--- src/hdl/igse_isqrt.sv ---
`default_nettype none

// integer square root, two radicand bits per cycle
module igse_isqrt #(
  parameter int W = 48
) (
  input  logic           clk,
  input  logic           rst,
  input  logic           start,
  input  logic [W-1:0]   num,
  output logic           done,
  output logic [W/2-1:0] root
);

  localparam int CW = $clog2(W / 2 + 1);

  logic          busy;
  logic [CW-1:0] cnt;
  logic [W-1:0]  v;
  logic [W-1:0]  r;
  logic [W-1:0]  b;
  logic [W-1:0]  rb;

  assign rb   = r + b;
  assign root = r[W/2-1:0];

  always_ff @(posedge clk) begin
    if (rst) begin
      busy <= 1'b0;
      done <= 1'b0;
      cnt  <= '0;
    end else begin
      done <= 1'b0;
      if (start) begin
        busy <= 1'b1;
        cnt  <= CW'(W / 2);
      end else if (busy) begin
        cnt <= cnt - 1'b1;
        if (cnt == CW'(1)) begin
          busy <= 1'b0;
          done <= 1'b1;
        end
      end
    end
  end

  always_ff @(posedge clk) begin
    if (start) begin
      v <= num;
      r <= '0;
      b <= W'(1) << (W - 2);
    end else if (busy) begin
      if (v >= rb) begin
        v <= v - rb;
        r <= (r >> 1) + b;
      end else begin
        r <= r >> 1;
      end
      b <= b >> 2;
    end
  end

endmodule

`default_nettype wire

--- config.mk ---
export PLATFORM = sky130hd
export DESIGN_NAME = igse_isqrt
export DESIGN_NICKNAME = d
export VERILOG_FILES = /design/src/hdl/igse_isqrt.sv
export SDC_FILE = /design/constraint.sdc
export NUM_CORES = 1
export LEC_CHECK = 0
export BUFFER_PORTS_ARGS = -buffer_cell sky130_fd_sc_hd__buf_4
export CAP_MARGIN = 20
export CORE_MARGIN = 2
export CORE_UTILIZATION = 57
export CTS_CLUSTER_DIAMETER = 100
export DETAILED_ROUTE_END_ITERATION = 8
export PLACE_DENSITY = 0.85
export SLEW_MARGIN = 10
export SYNTH_ARGS = -nofsm -noshare
export SYNTH_HDL_FRONTEND = slang
export SYNTH_SLANG_ARGS = --single-unit
--- constraint.sdc ---
create_clock -name clk -period 5.9 [get_ports clk]
set_input_delay 0.59 -clock clk [delete_from_list [all_inputs] [get_ports clk]]
set_output_delay 0.59 -clock clk [all_outputs]
set_load 0.02 [all_outputs]
## Word-level counts from Yosys, hierarchy flattened

Index checks and enable logic that the tools add are counted.
Widths: inputs -> output; s select.

| operators by class | value |
|---|---|
| divide/modulo/power cells | 0 |
| muxes and demuxes | 10 |
| add/subtract/negate cells | 4 |
| order comparisons | 1 |
| reductions and logical operators | 5 |
| equal/unequal tests | 1 |
| bitwise logic cells | 1 |
| multiply operators | 0 |
| shifts and indexed selects | 0 |

Operators by type and width:

| operator | number |
|---|---|
| $mux 48 | 4 |
| $add 47x47->48 | 1 |
| $add 48x47->48 | 1 |
| $ge 48x48->1 | 1 |
| $sub 48x48->48 | 1 |
| $mux 5 | 2 |
| $eq 5x1->1 const B | 1 |
| $sub 5x1->5 const B | 1 |
| $mux 1 | 4 |
| $reduce_bool 2->1 | 2 |
| $reduce_or 3->1 | 1 |
| $reduce_and 2->1 | 1 |
| $reduce_or 2->1 | 1 |
| $not 1->1 | 1 |

| storage, ports and cells | value |
|---|---|
| word-level logic and storage cells | 29 |
| flip-flop bits (word level) | 127 |
| input bits | 51 |
| bits in latches | 0 |
| memory bits (writable) | 0 |
| ROM bits | 0 |
| memories | 0 |
| output and inout port bits | 25 |

## Depth between registers and ports, before layout

| logic depth | value |
|---|---|
| word-level depth | 5 |
| depth in mapped cells | 23 |
| mapped depth without buffers | 21 |

## Least setup slack after synthesis

Ideal clock, no wire load.

| timing | value |
|---|---|
| kind | register -> register |
| start | register r[2] |
| end | register v[0] (enable) |
| period minus slack after synthesis | 5,831 ps |
| library setup time | 407 ps |
| buffers on the path | 2 |
| data arrival time | 5,425 ps |
| required time | 5,493 ps |
| stages on the path, launching flop included | 21 |
| path slack | 69 ps |
| cells stage by stage | dfxtp_1 > ha_1 > a31o_2 > a31oi_1 > o21a_1 > o21ai_0 > a211oi_2 > o21ai_0 > a31o_2 > a31oi_1 > xor2_1 > ha_1 > clkbuf_1 > nand4_1 > or2_2 > nor2_1 > o21ai_0 > nor2_2 > buf_2 > nand2_1 > nand2_1 |

| on the way | value |
|---|---|
| cells in the longest elaborated chain, start to end | 4 |

RTL lines:

| what | line | text |
|---|---|---|
| from (decl) | 20 | `logic [W-1:0] r;` |
| from (signal assigned) | 55 | `r <= (r >> 1) + b;` |
| from (signal assigned) | 57 | `r <= r >> 1;` |
| $add 48x47->48 | 24 | `assign rb = r + b;` |
| $ge 48x48->1 | 53 | `if (v >= rb) begin` |
| $reduce_bool 2->1 (no source line) | - |  |
| $reduce_and 2->1 (no source line) | - |  |
| to (signal assigned) | 49 | `v <= num;` |
| to (signal assigned) | 54 | `v <= v - rb;` |
| to (decl) | 19 | `logic [W-1:0] v;` |

No other way between the ends.
A chain may end at the register's enable or synchronous reset.

## Worst setup path after layout

| timing | value |
|---|---|
| start | register r[2] |
| end | register r[38] |

| on the way | value |
|---|---|
| cells in the longest elaborated chain, start to end | 3 |
| elaborated cells between the ends (all ways) | 4 |
| those cells by class | add/sub: 2; order compare: 1; mux: 1 |

RTL lines:

| what | line |
|---|---|
| $add 48x47->48 | 24 |
| $ge 48x48->1 | 53 |
| $mux 48 (*) | 53 |

Every way passes the cells marked *; elsewhere a longest branch is shown, timed or not.

==> impl_results.md <==
- Status: finished, violations left
- Violated checks: design-rule violations
- Post-route setup TNS: 0 ps
- Sequential area share after synthesis: 26.9%
- GRT Total Usage: 29.4%
- Worst Setup SP: r[2]$_SDFFE_PP0P_
- P&R area growth vs syn: 10.7%
- Post-synth top area cell: dfxtp_1
- Critical path class: flop to flop
- Vias in the first global route: 10300
- IO Pins: 76
- Largest net degree at the start of global routing: 78
- Clock root buffer: clkbuf_16
- R2r setup slk: 280 ps
- Fin cells: roughly 1700
- Mapped cell area: 11200 um2
- Flip-flop and latch count after synthesis: 127
- Core region area: 19400 um2
- Post-route cell area: 12400 um2
- DP Area: 11800 um2
- Final worst slack: 282 ps
- Rel. slew slack: 42.8%
- Final #Nets: 1548
- Vias post-DR: 10600
- Die Y: 144 um
- Syn Nets: 1529
- Initial DRC Count: 905
- Pwr dens: ~470 nW/um2
- Worst-path maximum fanout: 25
- Cts hold-fix bufs: 0
- Mean post-synth cell area: 8.16 um2
- EDFF count, synth: 48
- First-pass GRT wire length: 49.0 mm
- Combinational power share: between 50% and 60%
- Clk pin slew, worst setup/hold paths: 60 ps
- Unrepaired setup endpoints after global routing: no
- Distinct cells, synth: 80
- CTS buffer count: 17
- Worst hold path class: input port to flop
- Clk sinks: 127
- Worst R2R Path Depth: 19
- ANT nets after route: 0
- Final Hold Viols: 0
- Slew @ Worst Pin: 858 ps
- Via density: 6.32
- Hold path start: rst
- CP max stage delay: 430 ps
- Fraction of layout cells with a size suffix above 1: between 10% and 20%
- Die width: 144 um
- Max-cap violations: 0
- Fill cells: 1611
- Final Skew: 10.5 ps
- Routed len/inst: 18.0 um
- WL final: 30.1 mm
- Max rail drop VDD: 0.304 mV
- Synth Flop Type: dfxtp_1
- Drt drc: 1
- Post-synthesis async set-or-reset flop share: 0%
- Total power: 5.89 mW
- Placed insts: between 1500 and 2000
- Gpl congestion: 0.929
- RR Endpoint: r[38]$_SDFFE_PP0P_
- Row cnt: 51
- Max-slew violation count: 0
- Leading cell types in the layout, fill and taps excluded: 168 x nand2_1, 113 x nor2_1, 100 x ha_1, 97 x o21ai_0, 91 x buf_4
- Clock Latency Late Sink: 430 ps
- Endpoints failing setup: 0
- Min Hold Slack: 367 ps
- Top-area cell type share of the netlist area: between 10% and 20%
- Critical Path AT: about 5900 ps
- Leakage: between 4 and 5 nW
- NetSw: between 2 and 3 mW
- Fmax: 178 MHz
- Synth Instances: 1377
- Crit end category: flop
- Most common cell after layout, fill and taps aside: nand2_1
- Drt pass-1 iters: 8
- CTS H-tree depth: 4
- Clk buf depth: 2
- Cell-internal power: 3.24 mW
- Top cells by area, synth: dfxtp_1 14%, edfxtp_1 13%, ha_1 11%
- Tcrit/Tclk final: 95.2%
- Slowest CP cell: dfxtp_1
- CP endpoint: r[38]$_SDFFE_PP0P_
- Flop pwr share: 24.1%
- Worst Path Required: between 6000 and 7000 ps
- Die outline area: between 20000 and 25000 um2
- CP Launch Type: flop
- Net Sw Frac: between 40% and 50%
- Hpwl dp: 22.0 mm
- Initial antenna violation count: 1
- Congestion Overflow GR: 0
- Post-layout util: about 64%
- Port bufs: 75
- Post-place setup slack: between 150 and 200 ps
- Min Clock Period, post-route: 5620 ps
- Initial Utilization: just under 60%
- Worst r2r src: r[2]$_SDFFE_PP0P_
- Cells along the critical path: ha_1 > a31o_2 > a31oi_4 > o21a_1 > o21ai_1 > a211oi_2 > o21ai_0 > a31o_2 > a31oi_1 > xor2_1 > ha_1 > nand4_1 > o221a_2 > o2111ai_1 > and4bb_4 > or2_1 > buf_4 > or3_1 > a221oi_1
- CTS tree: yes
- Synthesis Warnings: 0
- Clock share of power: 18.9%
[metal layers]
metal	track usage (%)	part of all wire, %	wire, um	vias up
met3	5.83	6.5	1950	112
li1	-	-	-	5117
met4	15.5	4.4	1320	0
met2	50.5	48	14500	466
met5	0	0	0	-
met1	34.6	41	12400	4895
[repair_timing]
action	in CTS	in global routing
endpoints found under the setup margin	0	92
setup buffers	0	1
gates resized for setup	0	8
[Yosys cell counts, types with 4 or more instances]
cell      number
nand2_1      169
nor2_1       113
ha_1         100
o21ai_0       99
a21oi_1       85
dfxtp_1       79
xnor2_1       60
xor2_1        53
clkbuf_1      49
edfxtp_1      48
a31oi_1       46
inv_1         36
a21o_1        30
mux2i_1       28
nand4_1       28
a211oi_1      26
buf_4         26
o21bai_1      23
nand3_1       18
nor2b_1       18
nor3_1        18
o31ai_1       17
or3_1         17
o211ai_1      14
o21a_1        14
and3_1        11
a311oi_1      10
nor4_1        10
a311oi_2       9
a31o_2         9
buf_2          8
a221oi_1       7
mux2_2         7
and2_1         6
a21oi_2        5
nor2_2         5
a21boi_0       4
and4_1         4
nand2b_1       4
[critical path: cells and delay by family, from the launching register on]
| kind | cells | cell delay (ps) |
|---|---|---|
| AOI/OAI and AO/OA | 11 | 2930 |
| and+or+nand+nor | 4 | 1060 |
| adders and majority gates | 2 | 720 |
| DFF | 1 | 430 |
| buffers and inverters | 1 | 230 |
| xor gates and xnor gates | 1 | 110 |
[worst min path at each step]
stage | end | slack [ps] | cells after the start
after floorplan | cnt[1]$_SDFFE_PP0P_ | 470 | 2
after global routing | cnt[4]$_SDFFE_PP0P_ | 380 | 2
after detailed placement | cnt[1]$_SDFFE_PP0P_ | 490 | 2
after global placement | cnt[1]$_SDFFE_PP0P_ | 490 | 2
after CTS | busy$_SDFF_PP0_ | 360 | 2
final | busy$_SDFF_PP0_ | 370 | 2
[state kept, by name (all words and copies together) (netlist names)]
| register | flops |
|---|---|
| r | 48 |
| v | 48 |
| b | 24 |
| cnt | 5 |
| busy | 1 |
| done | 1 |
[logic make-up (layout without fill, tap and decap cells)]
kind of cell / count (synthesis) / count (layout) / synth area share [%]
simple gates: 439 / 439 / 18.2
compound gates: 433 / 433 / 26.0
mux: 35 / 35 / 3.20
buf+inv: 129 / 161 / 5.58
other cells: 0 / 1 / 0
flops: 127 / 127 / 26.9
xor+xnor: 113 / 113 / 8.81
fa+ha+maj: 101 / 101 / 11.3
[power by group through the flow]
stage	Sequential (mW)	Combinational [mW]	Clock, mW
3_5_place_dp	1.43	3.26	0
4_1_cts	1.41	3.30	1.12
2_1_floorplan	1.34	2.66	0
5_1_grt	1.44	3.70	1.15
6_report	1.42	3.35	1.11
3_3_place_gp	1.42	3.18	0
[cell type report]
| class | count | area [um2] | share of cell area [%] |
|---|---|---|---|
| multi-input combinational | 1121 | 7630 | 61.3 |
| tap | 265 | 332 | 2.66 |
| inverter | 37 | 139 | 1.12 |
| sequential | 127 | 3030 | 24.3 |
| antenna | 1 | 2.50 | 0.0201 |
| timing repair buffer | 92 | 703 | 5.65 |
| clock inverter | 13 | 148 | 1.19 |
| clock buffer | 19 | 464 | 3.73 |
Note: power is estimated with default switching activity, not from simulation.
