$ cat src/hdl/igse_pkg.sv
`default_nettype none

package igse_pkg;

  typedef logic signed [15:0] s16_t;

  localparam int unsigned X_END_Q16        = 524288;
  localparam longint      EXP_M1_Q30       = 64'd395007542;
  localparam int unsigned GYRO_TO_RATE_Q16 = 73204;
  localparam int unsigned X_DIV_DEN        = 1000000;
  localparam int unsigned X_DIV_HALF       = 500000;
  localparam int unsigned ALPHA_SCALE      = 62500;

  // x = floor((4 * rate * step + X_RND) / 15625), by reciprocal 2^47 / 15625;
  // exact for numerators below X_BIG, which is where x reaches 8.0
  localparam int unsigned     X_RND   = 7812;
  localparam longint unsigned X_RECIP = 64'd9007199255;
  localparam longint unsigned X_BIG   = 64'd8192000000;

  localparam logic [2:0] CFG_AXIS_MAP  = 3'd0;
  localparam logic [2:0] CFG_LP_RATE   = 3'd1;
  localparam logic [2:0] CFG_GRAV_SCL  = 3'd2;
  localparam logic [2:0] CFG_SHAKE_SCL = 3'd3;
  localparam logic [2:0] CFG_FF_THRESH = 3'd4;

  typedef enum logic [4:0] {
    ST_IDLE, ST_LOAD, ST_XSTART, ST_XWAIT, ST_COEF0, ST_COEF1, ST_COEF2,
    ST_UMUL, ST_UADD, ST_SQ, ST_SUM, ST_RSTART, ST_RWAIT, ST_DSTART,
    ST_DWAIT, ST_ASTART, ST_AWAIT, ST_FMUL, ST_FFIN, ST_OUT
  } state_t;

  typedef struct packed {
    logic load;
    logic upd_mul;
    logic upd_add;
    logic primed;
    logic sq;
    logic dir_start;
    logic alpha_start;
    logic force_mul;
    logic force_fin;
    logic commit;
  } lane_cmd_t;

  // series term divided by its index; elaboration only
  function automatic longint unsigned div_term(longint unsigned t, int k);
    case (k)
      2:  return t / 2;
      3:  return t / 3;
      4:  return t / 4;
      5:  return t / 5;
      6:  return t / 6;
      7:  return t / 7;
      8:  return t / 8;
      9:  return t / 9;
      10: return t / 10;
      11: return t / 11;
      12: return t / 12;
      default: return t;
    endcase
  endfunction

  // exp(-x) in Q30 for x in Q16, x up to 8.0; elaboration only
  function automatic longint exp_neg_q30(longint unsigned x);
    longint unsigned n;
    longint unsigned f;
    longint unsigned term;
    longint          sum;
    int              k;
    int              j;
    n    = x >> 16;
    f    = x & 64'hFFFF;
    term = 64'd1 << 30;
    sum  = longint'(term);
    for (k = 1; k <= 12; k++) begin
      term = div_term((term * f) >> 16, k);
      sum  = k[0] ? sum - longint'(term) : sum + longint'(term);
    end
    for (j = 0; j < 8; j++) begin
      if (j < n) begin
        sum = (sum * EXP_M1_Q30 + (64'd1 << 29)) >>> 30;
      end
    end
    return sum;
  endfunction

endpackage

`default_nettype wire

$ cat src/hdl/igse_coef.sv
`default_nettype none

// k = 1 - exp(-x), table with linear interpolation, three register stages
module igse_coef #(
  parameter int DEPTH = 64
) (
  input  logic        clk,
  input  logic [44:0] x,
  output logic [16:0] k
);

  localparam int IW   = $clog2(DEPTH);
  localparam int NUMW = 19 + IW;

  logic [16:0] tab [DEPTH];

  for (genvar gi = 0; gi < DEPTH; gi++) begin : g_tab
    localparam longint unsigned XI =
      (longint'(gi) * igse_pkg::X_END_Q16 + (DEPTH - 1) / 2) / (DEPTH - 1);
    localparam longint TP = 65536 - ((igse_pkg::exp_neg_q30(XI) + 8192) >>> 14);
    assign tab[gi] = 17'(TP);
  end

  logic [NUMW-1:0]    num;
  logic               big1;
  logic [IW-1:0]      idx1;
  logic [18:0]        rem1;
  logic               big2;
  logic [16:0]        t0_2;
  logic signed [37:0] prod2;
  logic signed [17:0] tdiff;
  logic [IW-1:0]      idx1p;

  assign num   = NUMW'(x[18:0]) * NUMW'(DEPTH - 1);
  assign idx1p = idx1 + 1'b1;
  assign tdiff = $signed({1'b0, tab[idx1p]}) - $signed({1'b0, tab[idx1]});

  always_ff @(posedge clk) begin
    big1  <= |x[44:19];
    idx1  <= num[NUMW-1:19];
    rem1  <= num[18:0];
    big2  <= big1;
    t0_2  <= tab[idx1];
    prod2 <= 38'(tdiff) * 38'($signed({1'b0, rem1}));
    k     <= big2 ? 17'd65536 : 17'($signed({1'b0, t0_2}) + 18'(prod2 >>> 19));
  end

endmodule

`default_nettype wire

$ cat config.mk
export PLATFORM = sky130hd
export DESIGN_NAME = igse_coef
export DESIGN_NICKNAME = d
export VERILOG_FILES = /design/src/hdl/igse_pkg.sv /design/src/hdl/igse_coef.sv
export SDC_FILE = /design/constraint.sdc
export NUM_CORES = 1
export LEC_CHECK = 0
export ABC_AREA = 1
export BUFFER_PORTS_ARGS = -buffer_cell sky130_fd_sc_hd__buf_4
export CORE_ASPECT_RATIO = 0.7
export CORE_UTILIZATION = 45
export DETAILED_ROUTE_END_ITERATION = 12
export SYNTH_ARGS = -nofsm -noshare
export SYNTH_HDL_FRONTEND = slang
export SYNTH_SLANG_ARGS = --single-unit
$ cat constraint.sdc
create_clock -name clk -period 11.35 [get_ports clk]
set_clock_uncertainty 0.05 [all_clocks]
set_input_delay 2.27 -clock clk [delete_from_list [all_inputs] [get_ports clk]]
set_output_delay 2.27 -clock clk [all_outputs]
set_load 0.01 [all_outputs]
# Word-level counts from Yosys, hierarchy flattened
# Memory sizes are Yosys's and may differ from the RTL's.
# Cells that the tools add are included.
# op_classes
addsub	3
n_mul	2
order_cmp	2
mux	4
bitwise_logic	2
n_reduce_logical	1
# ops
operator	n
17-bit two-way mux	4
18-bit by 20-bit multiplier with 36-bit output	1
26-bit OR reduction	1
19-bit by 6-bit multiplier with 25-bit output, second input constant	1
17-bit by 17-bit subtractor with 18-bit output	1
17-bit adder	1
7-bit >= comparator, second input constant	2
6-bit inverter with 7-bit output	2
6-bit by 1-bit adder with 6-bit output, second input constant	1
# word_totals
ff_bits	97
mem_bits_ro	2176
in_bits	46
output_inout_bits	17
word_cells	23
memories	2
# memory_table
name	depth	word_bits	rd	rd_clocked_by_memory_dff	write_ports	line	source
(no name shown)	64	17	1	0	0	igse_coef.sv:43	t0_2 <= tab[idx1];
(no name shown)	64	17	1	0	0	igse_coef.sv:36	assign tdiff = $signed({1'b0, tab[idx1p]}) - $signed({1'b0, tab[idx1]});

# Logic depth before layout (Yosys ltp)
# depth
word_depth	7
ltp_mapped	49
ltp_nobuf	48

# Least setup slack after synthesis
# OpenSTA, ideal clock, no wires.
# synth_timing
path_type	reg-to-reg
start	reg idx1[2]
end	reg prod2[35]
setup_time_ns	0.112
arrival_time_ns	7.925
t_required_ns	11.188
path_slack_ns	3.263
stages_incl_launch_ff	38
path_buffers	3
synth_period_minus_slack_ns	8.087
cell_sequence	dfxtp_1 buf_4 clkinv_1 ha_1 clkinv_1 clkbuf_1 nor2_1 nand3b_1 o211ai_1 a32oi_1 ha_1 inv_1 fa_1 xor2_1 clkbuf_1 nand2_1 fa_1 inv_1 (+2 left out) fa_1 fa_1 inv_1 fa_1 inv_1 fa_1 inv_1 ha_1 nand2_1 inv_1 a21oi_1 o21ai_0 a21oi_1 nand2_1 nand2_1 nand2_1 nand2_1 nand2_1
# synth_between
elab_chain_cells	7
elab_cells_between_ends	11
cone_classes	add/sub (2); mul (1); mux (4); bitwise (2); memory (2)
# synth_rtl
item	line	source
start, declared	igse_coef.sv:26	logic [IW-1:0] idx1;
start signal, assigned	igse_coef.sv:40	idx1 <= num[NUMW-1:19];
6-bit by 1-bit adder with 6-bit output	igse_coef.sv:35	assign idx1p = idx1 + 1'b1;
6-bit inverter with 7-bit output (not written as such)	igse_coef.sv:36	
memory 64 x 17 bit	--	
17-bit two-way mux (not written as such) (2 in a row)	igse_coef.sv:36	
17-bit by 17-bit subtractor with 18-bit output *	igse_coef.sv:36	
18-bit by 20-bit multiplier with 36-bit output *	igse_coef.sv:44	prod2 <= 38'(tdiff) * 38'($signed({1'b0, rem1}));
end signal, assigned	igse_coef.sv:44	
end, declared	igse_coef.sv:30	logic signed [37:0] prod2;
# Every way passes the cells marked *; elsewhere a longest branch is shown, timed or not. The select of a mux whose other input is x is not followed.
# A chain may end at the register's enable or synchronous reset.

# Final worst setup path
# layout_timing
start	reg idx1[0]
end	reg prod2[32]
# The elaborated chain is that of the path after synthesis.

==> results.cfg <==
[routing]
drt_iter0_drc = 1917
post_drt_wl_per_cell_um = 19.6
drt-total-wl_um = 64800
num_vias = 17800
dr.pass1.iters = 6
vias_per_cell = 5.41
drtAntennaViolNets = 0
drc_errors = 0

[hold_path]
worstHoldPathCells = 0
hp-class = reg2reg

[die]
core_area_um2 = 43600
io-pin-count = 63
rows = 64
die_h_um = 178
chipWidth_um = 253
dieArea_um2 = 45100
start_util = 0.456

[setup_path]
r2r_cells = 41
crit_top_cell = nand2_1
cpMaxStageDelayCell = fa_1
timing_worst_setup_path_type = reg2reg
crit_family = adder cells
cp.required_ns = 11.54
crit_cells = 41
critPathCaptureType = register
critPathBufInv = 11
critPathMaxFanout = 24
max_stage_delay_ns = 0.60
worstSetupStartpointType = register
worstPathArrival_ns = 10.11

[placement]
globalplace.congestion = 1.00
port_buffers = 62
dp_hpwl_um = 54500
dp.cells = 3283

[logic_synthesis]
yosysMostFrequentCell = inv_1
syn_inst = 2678
synth_seq_cells = 77
synth_compound_gate_area_share = 0.0939
synth_cell_types = 68
synth_xor_xnor_area_share = 0.0148
yosysWarnings = 0
synth_top_flop_cell = dfxtp_1
yosysSeqAreaShare = 0.0774
synthArstFlopShare = 0
netlist_top_cells_count = inv_1, nand2_1, fa_1
syn_avg_cell_area_um2 = 7.44
synthSimpleGateAreaFrac = 0.218
synth-edff-count = 0
synth_top_family_by_area = adder cells
synth_top_area_cell = fa_1
synth_nets = 3255
synthAdderAreaFrac = 0.456
synth.area.top_cells = fa_1, ha_1, inv_1
synth_area_um2 = 19900
synthMuxAreaShare = 0
synth_top_cell_area_share = 0.327

[global_route]
track_usage = 0.295
grt_antenna_before_repair = 0
grt_first_pass_wirelength_um = 101000
grt_pass1_vias = 17600
grt_max_degree = 43
grt_overflow = 0

[clocking]
numClockSinks = 77
clock_latency_ns = 0.35
clock_path_buffers = 2
clk_pin_slew_worst_paths_ns = 0.07
htreeDepth = 3
cts_made_buffers = 9
cts_setup_buffers = 0
cts_resized = 0
cts_tree = done
hold_buffers = 0
cts_root_buf = clkbuf_16

[timing]
relSlewSlack = 0.235
finalSetupViolCount = 0
hold_viol = 0
post-route-period-util = 0.874
maxSlewViolCount = 0
period_needed_ns = 9.91
fmaxAchievable_mhz = 101
rsz0062_at_grt = no
finalSetupTns_ns = 0
worst-slew-pin-transition_ns = 1.15

[final_layout]
area_growth_pct = 6.47
drive_above_1_share = 0.0632
fin_cells = 3299
nets = 3277
diodes = 0

[run_status]
status = finished, final reports clean

[flow_run]
drv_cap = 0
## state kept, by name (all words and copies together) (netlist names)
signal and cells:
rem1 19, t0_2 16, big1 1, big2 1, k 17, prod2 17
idx1 6
## metal layers
layer / track usage / vias to the layer above / part of all wire
li1: - / 8244 / -
met1: 0.452 / 8593 / 0.48
met2: 0.404 / 920 / 0.39
met3: 0.0930 / 80 / 0.12
met4: 0.0429 / 0 / 0.014
met5: 0 / - / 0
## kinds of logic (layout without fill, tap and decap cells)
logic type               Yosys count  after routing
adder cells (fa/ha/maj)          531            531
AND/OR/NAND/NOR                 1009           1009
buffers and inverters            716            743
AO/OA/AOI/OAI                    313            313
flip-flops                        77             77
XOR/XNOR                          32             32
## worst register-to-register path: cells and delay by family (launching register included)
family,cells,cell delay (ns)
adders and majority gates,11,4.44
buffers and inverters,11,1.71
DFF,1,0.35
and+or+nand+nor,13,2.14
AOI/OAI and AO/OA,6,1.11
## final timing paths
| path | from | endpoint | slack, ns |
|---|---|---|---|
| setup / recovery | idx1[0] | prod2[32] | 1.44 |
| hold / removal | big1 | big2 | 0.28 |
| setup reg to reg | idx1[0] | prod2[32] | 1.44 |
| hold reg to reg | big1 | big2 | 0.28 |
## area by class of cell
cell class                 instances  area [um2]
sequential                        77        1540
tap                              594         743
multi-input combinational       1885       15600
clock inverter                     7        63.8
timing repair buffer              84         631
inverter                         643        2410
fill                            4413       22400
clock buffer                       9         225
## cell usage in the layout, fill, tap and decap left out, types with 3 or more instances in the layout
| cell | Yosys | final |
|---|---|---|
| or2_2 | 4 | 4 |
| inv_2 | 15 | 15 |
| xor2_1 | 21 | 21 |
| nor4_1 | 10 | 10 |
| a21boi_0 | 3 | 3 |
| a31oi_1 | 13 | 13 |
| a21o_1 | 13 | 13 |
| nor2_2 | 13 | 13 |
| o21a_1 | 8 | 8 |
| buf_4 | 4 | 84 |
| nand2_2 | 10 | 10 |
| a211oi_1 | 4 | 4 |
| o221ai_1 | 3 | 3 |
| o2111ai_1 | 3 | 3 |
| nor3_1 | 19 | 19 |
| clkbuf_16 | 0 | 9 |
| clkinv_1 | 6 | 6 |
| o211ai_1 | 16 | 16 |
| ha_1 | 206 | 206 |
| dfxtp_1 | 77 | 77 |
| nand3_1 | 152 | 152 |
| and3_1 | 3 | 3 |
| o31ai_1 | 7 | 7 |
| nand3_2 | 12 | 12 |
| o21ai_0 | 102 | 102 |
| a21oi_2 | 4 | 4 |
| xnor2_1 | 9 | 9 |
| nand4_1 | 17 | 17 |
| or2_1 | 5 | 5 |
| o21bai_1 | 11 | 11 |
| fa_1 | 325 | 325 |
| nor2_1 | 234 | 234 |
| inv_1 | 622 | 622 |
| a21oi_1 | 98 | 98 |
| o21ai_1 | 7 | 7 |
| nand2_1 | 516 | 516 |
## through the flow
stage	setup WS, ns	instance area, um2	hold slack (ns)	util
2_1_floorplan	3.26	19900	0.260	-
3_3_place_gp	1.52	20900	0.268	0.479
3_5_place_dp	1.63	20900	0.266	0.479
4_1_cts	1.59	21200	0.283	0.486
5_1_grt	0.982	21200	0.302	0.486
6_report	1.44	21200	0.280	0.486
Power is not shown: default switching activity piles up to over one toggle a cycle in this logic, so the estimate is an artifact.
